===== config.mk =====
export PLATFORM = sky130hd
export DESIGN_NAME = preemptive_priority_scheduler_unit
export DESIGN_NICKNAME = d
export VERILOG_FILES = /design/src/pps_pkg.sv /design/src/pps_front.sv /design/src/pps_queue.sv /design/src/pps_back.sv /design/src/preemptive_priority_scheduler_unit.sv
export SDC_FILE = /design/constraint.sdc
export NUM_CORES = 2
export LEC_CHECK = 0
export ABC_AREA = 1
export BUFFER_PORTS_ARGS = -buffer_cell sky130_fd_sc_hd__buf_2
export CAP_MARGIN = 10
export CELL_PAD_IN_SITES_DETAIL_PLACEMENT = 0
export CELL_PAD_IN_SITES_GLOBAL_PLACEMENT = 1
export CORE_MARGIN = 5
export CORE_UTILIZATION = 50
export CTS_BUF_LIST = sky130_fd_sc_hd__clkbuf_8
export DETAILED_ROUTE_END_ITERATION = 8
export PLACE_DENSITY_LB_ADDON = 0.1
export RECOVER_POWER = 50
export SETUP_SLACK_MARGIN = 0.5
export SLEW_MARGIN = 5
export SYNTH_ARGS = -nofsm -noshare
export SYNTH_HDL_FRONTEND = slang
export SYNTH_SLANG_ARGS = --single-unit

===== constraint.sdc =====
create_clock -name clk -period 10.8 [get_ports clk]
set_input_delay 2.16 -clock clk [delete_from_list [all_inputs] [get_ports clk]]
set_output_delay 2.16 -clock clk [all_outputs]
set_load 0.05 [all_outputs]

===== src/pps_pkg.sv =====
// Shared types and fixed field widths for the preemptive priority scheduler.
// No dependencies; every other file of the block refers to this package by scope.
package pps_pkg;

	// Fixed widths of the port fields
	localparam int IN_TIME_W  = 16;
	localparam int IN_PRIO_W  = 8;
	localparam int OUT_INDEX_W = 4;
	localparam int OUT_COMP_W = 21;
	localparam int OUT_TURN_W = 20;

	// Entries of the record queue between front and back (power of two)
	localparam int Q_DEPTH = 4;

	typedef struct packed {
		logic [IN_TIME_W-1:0] arrival_time;
		logic [IN_TIME_W-1:0] burst_length;
		logic [IN_PRIO_W-1:0] job_priority;
		logic                 final_job;
	} job_t;

	typedef struct packed {
		logic [OUT_INDEX_W-1:0] job_index;
		logic [OUT_COMP_W-1:0]  completion_time;
		logic [OUT_TURN_W-1:0]  turnaround_time;
		logic [OUT_TURN_W-1:0]  waiting_time;
		logic                   last_result;
	} result_t;

	// Queue handshake seen by the producer and the consumer
	typedef struct packed {
		logic empty;
		logic full;
	} q_status_t;

endpackage


===== src/pps_front.sv =====
// Front end: takes job records, masks them to the configured widths and tags
// zero-burst and end-of-batch records. Depends on pps_pkg.
module pps_front #(
	parameter int MAX_JOBS       = 16,
	parameter int TIME_WIDTH     = 16,
	parameter int PRIORITY_WIDTH = 8
) (
	input  logic                                     clk,
	input  logic                                     arst_n,
	input  logic                                     start,
	output logic                                     busy,
	input  pps_pkg::job_t                            job,
	input  pps_pkg::q_status_t                       q_status,
	output logic                                     push,
	output logic [2*TIME_WIDTH+PRIORITY_WIDTH+1:0]   push_data
);

	localparam int IDX_W = (MAX_JOBS > 1) ? $clog2(MAX_JOBS) : 1;
	localparam int TX_W  = (TIME_WIDTH > pps_pkg::IN_TIME_W) ? TIME_WIDTH : pps_pkg::IN_TIME_W;
	localparam int PX_W  = (PRIORITY_WIDTH > pps_pkg::IN_PRIO_W) ?
		PRIORITY_WIDTH : pps_pkg::IN_PRIO_W;

	logic [IDX_W-1:0]          batch_q;
	logic [TX_W-1:0]           arr_x;
	logic [TX_W-1:0]           burst_x;
	logic [PX_W-1:0]           prio_x;
	logic [TIME_WIDTH-1:0]     arr;
	logic [TIME_WIDTH-1:0]     burst;
	logic [PRIORITY_WIDTH-1:0] prio;
	logic                      zero_burst;
	logic                      batch_end;

	assign busy    = q_status.full;
	assign push    = start && !q_status.full;

	assign arr_x   = TX_W'(job.arrival_time);
	assign burst_x = TX_W'(job.burst_length);
	assign prio_x  = PX_W'(job.job_priority);
	assign arr     = arr_x[TIME_WIDTH-1:0];
	assign burst   = burst_x[TIME_WIDTH-1:0];
	assign prio    = prio_x[PRIORITY_WIDTH-1:0];

	// A record that fills the last slot closes the batch by itself
	assign zero_burst = (burst == '0);
	assign batch_end  = job.final_job || (batch_q == IDX_W'(MAX_JOBS - 1));

	assign push_data = {arr, burst, prio, zero_burst, batch_end};

	always_ff @(posedge clk or negedge arst_n) begin
		if (!arst_n) begin
			batch_q <= '0;
		end else if (push) begin
			batch_q <= batch_end ? '0 : batch_q + IDX_W'(1);
		end
	end

endmodule


===== src/pps_queue.sv =====
// Short first-in first-out queue of classified job records.
// Depends on pps_pkg for its depth and status type.
module pps_queue #(
	parameter int W = 42
) (
	input  logic               clk,
	input  logic               arst_n,
	input  logic               push,
	input  logic [W-1:0]       push_data,
	input  logic               pop,
	output logic [W-1:0]       head,
	output pps_pkg::q_status_t q_status
);

	localparam int PTR_W = (pps_pkg::Q_DEPTH > 1) ? $clog2(pps_pkg::Q_DEPTH) : 1;
	localparam int CNT_W = $clog2(pps_pkg::Q_DEPTH + 1);

	logic [W-1:0]     mem_q [pps_pkg::Q_DEPTH];
	logic [PTR_W-1:0] wr_ptr_q;
	logic [PTR_W-1:0] rd_ptr_q;
	logic [CNT_W-1:0] count_q;

	assign head           = mem_q[rd_ptr_q];
	assign q_status.empty = (count_q == '0);
	assign q_status.full  = (count_q == CNT_W'(pps_pkg::Q_DEPTH));

	always_ff @(posedge clk) begin
		if (push) begin
			mem_q[wr_ptr_q] <= push_data;
		end
	end

	always_ff @(posedge clk or negedge arst_n) begin
		if (!arst_n) begin
			wr_ptr_q <= '0;
			rd_ptr_q <= '0;
			count_q  <= '0;
		end else begin
			if (push) begin
				wr_ptr_q <= wr_ptr_q + PTR_W'(1);
			end
			if (pop) begin
				rd_ptr_q <= rd_ptr_q + PTR_W'(1);
			end
			if (push && !pop) begin
				count_q <= count_q + CNT_W'(1);
			end else if (pop && !push) begin
				count_q <= count_q - CNT_W'(1);
			end
		end
	end

endmodule


===== src/pps_back.sv =====
// Back end: loads records from the queue into job memories, runs the
// event-driven scheduling loop and streams one result per job. Depends on pps_pkg.
module pps_back #(
	parameter int MAX_JOBS       = 16,
	parameter int TIME_WIDTH     = 16,
	parameter int PRIORITY_WIDTH = 8
) (
	input  logic                                   clk,
	input  logic                                   arst_n,
	input  pps_pkg::q_status_t                     q_status,
	input  logic [2*TIME_WIDTH+PRIORITY_WIDTH+1:0] q_head,
	output logic                                   q_pop,
	output logic                                   strobe,
	output pps_pkg::result_t                       result
);

	localparam int TW     = TIME_WIDTH;
	localparam int PW     = PRIORITY_WIDTH;
	localparam int IDX_W  = (MAX_JOBS > 1) ? $clog2(MAX_JOBS) : 1;
	localparam int CNT_W  = $clog2(MAX_JOBS + 1);
	localparam int SIM_W  = TW + $clog2(MAX_JOBS + 1);
	localparam int REC_W  = 2*TW + PW;
	localparam int STAT_W = TW + SIM_W;
	localparam int IX_W   = (IDX_W > pps_pkg::OUT_INDEX_W) ? IDX_W : pps_pkg::OUT_INDEX_W;
	localparam int CX_W   = (SIM_W > pps_pkg::OUT_COMP_W) ? SIM_W : pps_pkg::OUT_COMP_W;
	localparam int TX_W   = (SIM_W > pps_pkg::OUT_TURN_W) ? SIM_W : pps_pkg::OUT_TURN_W;
	localparam logic [PW:0] PRIO_NONE = {1'b1, {PW{1'b0}}};

	typedef enum logic [2:0] {
		ST_LOAD,
		ST_CHECK,
		ST_SCAN,
		ST_SPAN,
		ST_COMMIT,
		ST_EMIT
	} state_t;

	state_t state_q;

	// Job memories
	logic [REC_W-1:0]  rec_mem  [MAX_JOBS];
	logic [STAT_W-1:0] stat_mem [MAX_JOBS];
	logic [REC_W-1:0]  rec_rd_q;
	logic [STAT_W-1:0] stat_rd_q;

	// Scheduler state
	logic [CNT_W-1:0]  cnt_q;
	logic [CNT_W-1:0]  done_q;
	logic [CNT_W-1:0]  idx_q;
	logic [SIM_W-1:0]  t_q;
	logic [IDX_W-1:0]  run_job_q;
	logic              run_valid_q;
	logic [PW:0]       run_prio_q;
	logic [TW-1:0]     run_rem_q;
	logic [TW-1:0]     span_q;

	// Scan accumulators
	logic              best_found_q;
	logic [IDX_W-1:0]  best_idx_q;
	logic [PW:0]       best_prio_q;
	logic [TW-1:0]     best_rem_q;
	logic              nxt_found_q;
	logic [TW-1:0]     nxt_q;

	// Scan and emit pipelines
	logic              eval_v_s1;
	logic [IDX_W-1:0]  eval_idx_s1;
	logic              em_v_s1;
	logic [IDX_W-1:0]  em_idx_s1;
	logic              em_last_s1;
	logic              em_v_s2;
	logic [IDX_W-1:0]  em_idx_s2;
	logic              em_last_s2;
	logic [SIM_W-1:0]  comp_s2;
	logic [SIM_W-1:0]  tat_s2;
	logic [TW-1:0]     burst_s2;
	logic              strobe_q;
	pps_pkg::result_t  result_q;

	// Queue head fields
	logic [TW-1:0]     h_arr;
	logic [TW-1:0]     h_burst;
	logic [PW-1:0]     h_prio;
	logic              h_zero;
	logic              h_last;

	// Read data fields
	logic [TW-1:0]     r_arr;
	logic [TW-1:0]     r_burst;
	logic [PW-1:0]     r_prio;
	logic [TW-1:0]     r_rem;
	logic [SIM_W-1:0]  r_comp;

	logic              arrived;
	logic              live;
	logic              take;
	logic              nxt_take;
	logic              eval_last;
	logic              issue_last;
	logic              have_job;
	logic [IDX_W-1:0]  job_sel;
	logic [TW-1:0]     rem_sel;
	logic [SIM_W-1:0]  gap;
	logic [TW-1:0]     span_sel;
	logic [TW-1:0]     new_rem;
	logic [SIM_W-1:0]  new_t;
	logic              rec_we;
	logic              stat_we;
	logic [IDX_W-1:0]  stat_wa;
	logic [STAT_W-1:0] stat_wd;
	logic [IDX_W-1:0]  rd_addr;
	logic [SIM_W-1:0]  wait_t;
	logic [IX_W-1:0]   idx_x;
	logic [CX_W-1:0]   comp_x;
	logic [TX_W-1:0]   tat_x;
	logic [TX_W-1:0]   wait_x;

	assign {h_arr, h_burst, h_prio, h_zero, h_last} = q_head;
	assign {r_arr, r_burst, r_prio} = rec_rd_q;
	assign {r_rem, r_comp} = stat_rd_q;

	assign q_pop   = (state_q == ST_LOAD) && !q_status.empty;
	assign rd_addr = idx_q[IDX_W-1:0];

	// Scan evaluation on the registered read of one job
	assign arrived   = (SIM_W'(r_arr) <= t_q);
	assign live      = (r_rem != '0);
	assign take      = arrived && live && ({1'b0, r_prio} < best_prio_q);
	assign nxt_take  = live && !arrived && (!nxt_found_q || (r_arr < nxt_q));
	assign eval_last = (CNT_W'(eval_idx_s1) + CNT_W'(1) == cnt_q);
	assign issue_last = (idx_q + CNT_W'(1) == cnt_q);

	// Span selection: run to completion or to the next arrival
	assign have_job = best_found_q || run_valid_q;
	assign job_sel  = best_found_q ? best_idx_q : run_job_q;
	assign rem_sel  = best_found_q ? best_rem_q : run_rem_q;
	assign gap      = SIM_W'(nxt_q) - t_q;
	assign span_sel = (nxt_found_q && (gap < SIM_W'(rem_sel))) ? gap[TW-1:0] : rem_sel;

	assign new_rem = run_rem_q - span_q;
	assign new_t   = t_q + SIM_W'(span_q);

	assign rec_we  = q_pop;
	assign stat_we = q_pop || (state_q == ST_COMMIT);
	assign stat_wa = (state_q == ST_LOAD) ? cnt_q[IDX_W-1:0] : run_job_q;
	assign stat_wd = (state_q == ST_LOAD) ? {h_burst, SIM_W'(h_arr)} : {new_rem, new_t};

	always_ff @(posedge clk) begin
		if (rec_we) begin
			rec_mem[cnt_q[IDX_W-1:0]] <= {h_arr, h_burst, h_prio};
		end
		if (stat_we) begin
			stat_mem[stat_wa] <= stat_wd;
		end
		rec_rd_q  <= rec_mem[rd_addr];
		stat_rd_q <= stat_mem[rd_addr];
	end

	always_ff @(posedge clk or negedge arst_n) begin
		if (!arst_n) begin
			state_q      <= ST_LOAD;
			cnt_q        <= '0;
			done_q       <= '0;
			idx_q        <= '0;
			t_q          <= '0;
			run_job_q    <= '0;
			run_valid_q  <= 1'b0;
			run_prio_q   <= PRIO_NONE;
			run_rem_q    <= '0;
			span_q       <= '0;
			best_found_q <= 1'b0;
			best_idx_q   <= '0;
			best_prio_q  <= PRIO_NONE;
			best_rem_q   <= '0;
			nxt_found_q  <= 1'b0;
			nxt_q        <= '0;
			eval_v_s1    <= 1'b0;
			eval_idx_s1  <= '0;
			em_v_s1      <= 1'b0;
			em_idx_s1    <= '0;
			em_last_s1   <= 1'b0;
		end else begin
			eval_v_s1 <= 1'b0;
			em_v_s1   <= 1'b0;
			case (state_q)
				ST_LOAD: begin
					if (!q_status.empty) begin
						cnt_q <= cnt_q + CNT_W'(1);
						if (h_zero) begin
							done_q <= done_q + CNT_W'(1);
						end
						if (h_last) begin
							t_q         <= '0;
							run_valid_q <= 1'b0;
							run_prio_q  <= PRIO_NONE;
							state_q     <= ST_CHECK;
						end
					end
				end
				ST_CHECK: begin
					idx_q        <= '0;
					best_found_q <= 1'b0;
					best_prio_q  <= run_prio_q;
					nxt_found_q  <= 1'b0;
					state_q      <= (done_q == cnt_q) ? ST_EMIT : ST_SCAN;
				end
				ST_SCAN: begin
					if (idx_q < cnt_q) begin
						eval_v_s1   <= 1'b1;
						eval_idx_s1 <= idx_q[IDX_W-1:0];
						idx_q       <= idx_q + CNT_W'(1);
					end
					if (eval_v_s1) begin
						if (take) begin
							best_found_q <= 1'b1;
							best_idx_q   <= eval_idx_s1;
							best_prio_q  <= {1'b0, r_prio};
							best_rem_q   <= r_rem;
						end
						if (nxt_take) begin
							nxt_found_q <= 1'b1;
							nxt_q       <= r_arr;
						end
						if (run_valid_q && (eval_idx_s1 == run_job_q)) begin
							run_rem_q <= r_rem;
						end
						if (eval_last) begin
							state_q <= ST_SPAN;
						end
					end
				end
				ST_SPAN: begin
					if (!have_job) begin
						t_q     <= SIM_W'(nxt_q);
						state_q <= ST_CHECK;
					end else begin
						run_job_q   <= job_sel;
						run_rem_q   <= rem_sel;
						span_q      <= span_sel;
						run_valid_q <= 1'b1;
						if (best_found_q) begin
							run_prio_q <= best_prio_q;
						end
						state_q <= ST_COMMIT;
					end
				end
				ST_COMMIT: begin
					t_q       <= new_t;
					run_rem_q <= new_rem;
					if (new_rem == '0) begin
						done_q      <= done_q + CNT_W'(1);
						run_valid_q <= 1'b0;
						run_prio_q  <= PRIO_NONE;
					end
					state_q <= ST_CHECK;
				end
				ST_EMIT: begin
					if (idx_q < cnt_q) begin
						em_v_s1    <= 1'b1;
						em_idx_s1  <= idx_q[IDX_W-1:0];
						em_last_s1 <= issue_last;
						idx_q      <= idx_q + CNT_W'(1);
						if (issue_last) begin
							cnt_q   <= '0;
							done_q  <= '0;
							state_q <= ST_LOAD;
						end
					end
				end
				default: begin
					state_q <= ST_LOAD;
				end
			endcase
		end
	end

	// Result pipeline: turnaround, then waiting time clamped at zero
	assign wait_t = (tat_s2 >= SIM_W'(burst_s2)) ? (tat_s2 - SIM_W'(burst_s2)) : '0;
	assign idx_x  = IX_W'(em_idx_s2);
	assign comp_x = CX_W'(comp_s2);
	assign tat_x  = TX_W'(tat_s2);
	assign wait_x = TX_W'(wait_t);

	always_ff @(posedge clk) begin
		em_idx_s2  <= em_idx_s1;
		em_last_s2 <= em_last_s1;
		comp_s2    <= r_comp;
		tat_s2     <= r_comp - SIM_W'(r_arr);
		burst_s2   <= r_burst;
		result_q.job_index       <= idx_x[pps_pkg::OUT_INDEX_W-1:0];
		result_q.completion_time <= comp_x[pps_pkg::OUT_COMP_W-1:0];
		result_q.turnaround_time <= tat_x[pps_pkg::OUT_TURN_W-1:0];
		result_q.waiting_time    <= wait_x[pps_pkg::OUT_TURN_W-1:0];
		result_q.last_result     <= em_last_s2;
	end

	always_ff @(posedge clk or negedge arst_n) begin
		if (!arst_n) begin
			em_v_s2  <= 1'b0;
			strobe_q <= 1'b0;
		end else begin
			em_v_s2  <= em_v_s1;
			strobe_q <= em_v_s2;
		end
	end

	assign strobe = strobe_q;
	assign result = result_q;

`ifndef NO_ASSERTIONS
	assert property (@(posedge clk) disable iff (!arst_n) done_q <= cnt_q)
		else $error("finished job count exceeds loaded job count");

	assert property (@(posedge clk) disable iff (!arst_n)
		(state_q == ST_COMMIT) |-> (span_q != '0) && (span_q <= run_rem_q))
		else $error("service span is zero or exceeds remaining burst");

	assert property (@(posedge clk) disable iff (!arst_n)
		(state_q == ST_SPAN) && !best_found_q && !run_valid_q |-> nxt_found_q)
		else $error("processor idle with no future arrival");

	assert property (@(posedge clk) disable iff (!arst_n)
		run_valid_q |-> (run_prio_q != PRIO_NONE))
		else $error("running job carries the empty priority");
`endif

endmodule


===== src/preemptive_priority_scheduler_unit.sv =====
// Top level of the preemptive priority scheduler: front end, record queue and
// scheduling back end. Depends on pps_pkg, pps_front, pps_queue and pps_back.
//
// Load a batch of job records with start while busy is low; one record is
// taken per cycle. A record with final_job set, or the one that fills the
// last of MAX_JOBS slots, closes the batch. The back end then replays
// preemptive priority scheduling event by event: each event scans all N jobs
// through the job memory's single read port, then advances time in the span
// and commit states to the next completion or arrival. A batch has at most
// 2N events. Results leave in load order, one per cycle, each held for exactly
// one cycle while strobe is high; the receiver cannot stall them, so capture
// every strobe. Records of the next batch are queued (up to four) while a
// batch runs; busy rises only when that queue is full.
module preemptive_priority_scheduler_unit #(
	parameter int MAX_JOBS       = 16,
	parameter int TIME_WIDTH     = 16,
	parameter int PRIORITY_WIDTH = 8
) (
	input  logic             clk,
	input  logic             arst_n,
	input  logic             start,
	output logic             busy,
	input  pps_pkg::job_t    job,
	output logic             strobe,
	output pps_pkg::result_t result
);

	// Queue entry: arrival, burst, priority, zero-burst tag, end-of-batch tag
	localparam int Q_W = 2*TIME_WIDTH + PRIORITY_WIDTH + 2;

	logic               push;
	logic [Q_W-1:0]     push_data;
	logic               pop;
	logic [Q_W-1:0]     head;
	pps_pkg::q_status_t q_status;

	// Classify and transfer each accepted record into the queue
	pps_front #(
		.MAX_JOBS       (MAX_JOBS),
		.TIME_WIDTH     (TIME_WIDTH),
		.PRIORITY_WIDTH (PRIORITY_WIDTH)
	) u_front (
		.clk       (clk),
		.arst_n    (arst_n),
		.start     (start),
		.busy      (busy),
		.job       (job),
		.q_status  (q_status),
		.push      (push),
		.push_data (push_data)
	);

	// Hold records while the back end schedules the previous batch
	pps_queue #(
		.W (Q_W)
	) u_queue (
		.clk       (clk),
		.arst_n    (arst_n),
		.push      (push),
		.push_data (push_data),
		.pop       (pop),
		.head      (head),
		.q_status  (q_status)
	);

	// Load, schedule and stream results
	pps_back #(
		.MAX_JOBS       (MAX_JOBS),
		.TIME_WIDTH     (TIME_WIDTH),
		.PRIORITY_WIDTH (PRIORITY_WIDTH)
	) u_back (
		.clk      (clk),
		.arst_n   (arst_n),
		.q_status (q_status),
		.q_head   (head),
		.q_pop    (pop),
		.strobe   (strobe),
		.result   (result)
	);

endmodule

==> flow_metrics.tcl <==
set metrics [dict create \
    slew_viol_final 487 \
    hpwl_um 121000 \
    numCtsBuffers 305 \
    fmax_ghz 0.166 \
    routed_wl_um 208000 \
    critPathArrivalTime_ns 6.62 \
    hold_class "reg2reg" \
    hold_end "u_back.result[41]" \
    syn_to_final_growth_pct 11.4 \
    grt_pass1_wl_um 305000 \
    htree_levels 5 \
    synth_fp_nets 6311 \
    reg2reg_from "u_queue.rd_ptr_q[0]" \
    syn_area_sq_um 71900 \
    viasPerCell 5.76 \
    cap_violations 14 \
    synth_seq_area_share 0.697 \
    post_cts_resized 0 \
    drtIter0Drc 4541 \
    grt_pass1_vias 46800 \
    post_cts_buffers 0 \
    grt_overflow 0 \
    regArea_sq_um 50100 \
    nNetsFinal 6553 \
    rows 139 \
    mostFrequentLayoutCells "edfxtp_1, nand2_1, o21ai_0, nor2_1, inv_1" \
    peakVddDrop_v 0.000466 \
    synth_edf_count 1400 \
    r2r-end "u_back.stat_mem[8][34]" \
    grt_antenna_before_repair 9 \
    start_util 0.502 \
    required_ns 11.39 \
    hold_violations 0 \
    synth_ff_type "edfxtp_1" \
    synthCells 6111 \
    skew_ns 0.0710 \
    ctsHoldBuffers 0 \
    fill_cells 12200 \
    gp_congestion 0.898 \
    cp_max_fo 85 \
    ff2ff_setup_slack_ns 4.77 \
    synth_xor_area_frac 0.0103 \
    cts_tree "done" \
    synth_top_family_by_area "simple AND/OR/NAND/NOR gates" \
    finalCritPeriodShare 0.559 \
    synth_cell_types 63 \
    grt_start_max_net_pins 186 \
    yosys.area_share.adder 0.0278 \
    avgSynthCellArea_sq_um 11.8 \
    final_common_cell "edfxtp_1" \
    worst_pin_slew_ns 4.10 \
    cts.path.max_buffers 4 \
    worstSkewPairLatency_ns 0.99 \
    design.die.area_sq_um 151000 \
    routed-via-count 48900 \
    reg2regPathDepth 7 \
    clockRootBuffer "clkbuf_8" \
    min_period_ns 6.03 \
    worstSetupPathType "reg2reg" \
    ys_async_sr_fraction 0.0885 \
    finalSetupTns_ns 0 \
    whs_path_depth 0 \
    grt_setup_unrepaired "false" \
    drt_first_pass_iters 5 \
    worstSetupEndpointType "register" \
    synth_mux_area_frac 0.00197 \
    violations "max-capacitance violations, max-slew violations" \
    power_density_nw_per_um2 339 \
    multi_input_area_sq_um 19500 \
    dieHeight_um 389 \
    fin_cells 8482 \
    ys_ff_latch 1762 \
    clkTransAtPathRegs_ns 0.06 \
    yosysWarningCount 0 \
    cp-start-kind "register" \
    status "finished, violations left" \
    io_pins 112 \
    cts.sinks 1762 \
    drive_gt1_frac 0.0943 \
    setup_viol 0 \
    ant_nets 0 \
    p_leak_nw 30.1 \
    drcViolationCount 0 \
    die-width_um 389 \
    grt_util_all_layers 0.270 \
    slew_headroom -1.74 \
    synthSimpleGateAreaFrac 0.121 \
    port_buffers 111 \
    dp_cells 7945 \
    wl_per_cell_um 24.6 \
    synth_compound_gate_area_share 0.106 \
    min_from "u_back.comp_s2[0]" \
    core_sq_um 143000 \
]
worst max-delay path, cell delays in order, from the launching register on:
cell	delay, ns
dfrtp_2	0.40
clkinv_1	0.04
clkbuf_1	2.60
o21ai_0	0.28
o22ai_1	0.27
clkbuf_1	0.92
nand2_1	0.37
o21ai_1	0.70
flip-flops by register name, indices dropped and copies added (netlist names), 5 cells and up:
register,cells
u_back.result,66
u_back.stat_mem,592
u_back.stat_rd_q,37
u_back.best_rem_q,16
u_back.rec_rd_q,40
u_back.burst_s2,16
u_back.tat_s2,21
u_back.run_rem_q,16
u_queue.mem_q,168
u_back.rec_mem,640
u_back.nxt_q,16
u_back.comp_s2,21
u_back.cnt_q,5
u_back.idx_q,5
u_back.t_q,21
u_back.best_prio_q,9
u_back.run_prio_q,9
u_back.done_q,5
u_back.span_q,16
Yosys cell counts, drive strengths merged (2+ instances only):
cell type / count / area (sq um)
a21oi: 311 / 1580
fa: 6 / 120
nor3b: 3 / 22.5
a21boi: 2 / 15.0
nor2: 543 / 2110
nor3: 17 / 90.1
o221ai: 68 / 596
nor4: 11 / 68.8
and2: 2 / 12.5
edfxtp: 1400 / 42000
dfstp: 2 / 52.6
nand2: 1151 / 4360
clkbuf: 259 / 972
ha: 150 / 1880
nand4: 85 / 547
o211ai: 18 / 135
or2: 11 / 68.8
nand3b: 12 / 93.8
o31ai: 2 / 15.0
xnor2: 31 / 272
a211oi: 5 / 37.5
a31oi: 6 / 37.5
o41ai: 2 / 17.5
o21a: 6 / 45.0
mux2i: 13 / 130
dfxtp: 206 / 4120
buf: 46 / 250
o22ai: 154 / 963
o21bai: 5 / 37.5
xor2: 53 / 472
dfrtp: 154 / 3850
inv: 348 / 1310
a221oi: 96 / 841
clkinv: 8 / 30.0
nand3: 266 / 1350
a21o: 3 / 22.5
o21ai: 648 / 3250
kinds of logic (layout without fill, tap and decap cells):
group | count (synthesis) | after routing
flops | 1762 | 1762
buf+inv | 661 | 1126
xor+xnor | 84 | 84
other cells | 0 | 3
fa+ha+maj | 156 | 156
compound gates | 1332 | 1332
mux | 14 | 14
simple gates | 2102 | 2102
routing by layer:
| layer | routed length, um | GRT usage |
|---|---|---|
| met4 | 6970 | 0.0937 |
| met1 | 91300 | 0.389 |
| met3 | 14800 | 0.0392 |
| met5 | 0 | 0 |
| met2 | 95200 | 0.422 |
how the worst max path moves through the flow:
stage	startpoint	to	slack, ns	depth (start not counted)
final	u_queue.rd_ptr_q[0]	u_back.stat_mem[8][34]	4.77	7
after global placement	arst_n	u_back.idx_q[3]	6.30	3
after global routing	u_queue.rd_ptr_q[0]	u_back.stat_mem[8][34]	4.11	7
after floorplan	start	u_queue.mem_q[0][0]	6.31	2
after CTS	u_back.state_q[1]	u_back.rec_mem[7][36]	6.28	9
after detailed placement	u_back.state_q[1]	u_back.rec_mem[7][31]	6.28	9
stage by stage:
| stage | setup slack (ns) | utilization | hold WS, ns | area [sq um] | power (mW) |
|---|---|---|---|---|---|
| 2_1_floorplan | 6.31 | - | 0.310 | 71900 | 17.6 |
| 3_3_place_gp | 6.30 | 0.522 | 0.311 | 74900 | 21.7 |
| 3_5_place_dp | 6.28 | 0.522 | 0.312 | 74900 | 21.8 |
| 4_1_cts | 6.28 | 0.561 | 0.290 | 80400 | 27.3 |
| 5_1_grt | 4.11 | 0.559 | 0.313 | 80100 | 28.8 |
| 6_report | 4.77 | 0.559 | 0.304 | 80100 | 27.1 |
report_power, final:
group          internal [mW]  leakage [nW]  switching [mW]  total (mW)
sequential              10.2          16.5           0.757        10.9
clock                   2.92          3.27            2.61        5.53
combinational           2.67          10.4            8.01        10.7
final cells by class:
type,instances,share of cell area
inverters,356,0.0169
flip-flops and latches,1762,0.625
multi-input cells,3688,0.244
clock inverters,200,0.0117
repair buffers,240,0.0159
well taps,1903,0.0297
clock buffers,330,0.0567
diodes,3,0.0000937
Power figures use the tool's default switching activity.
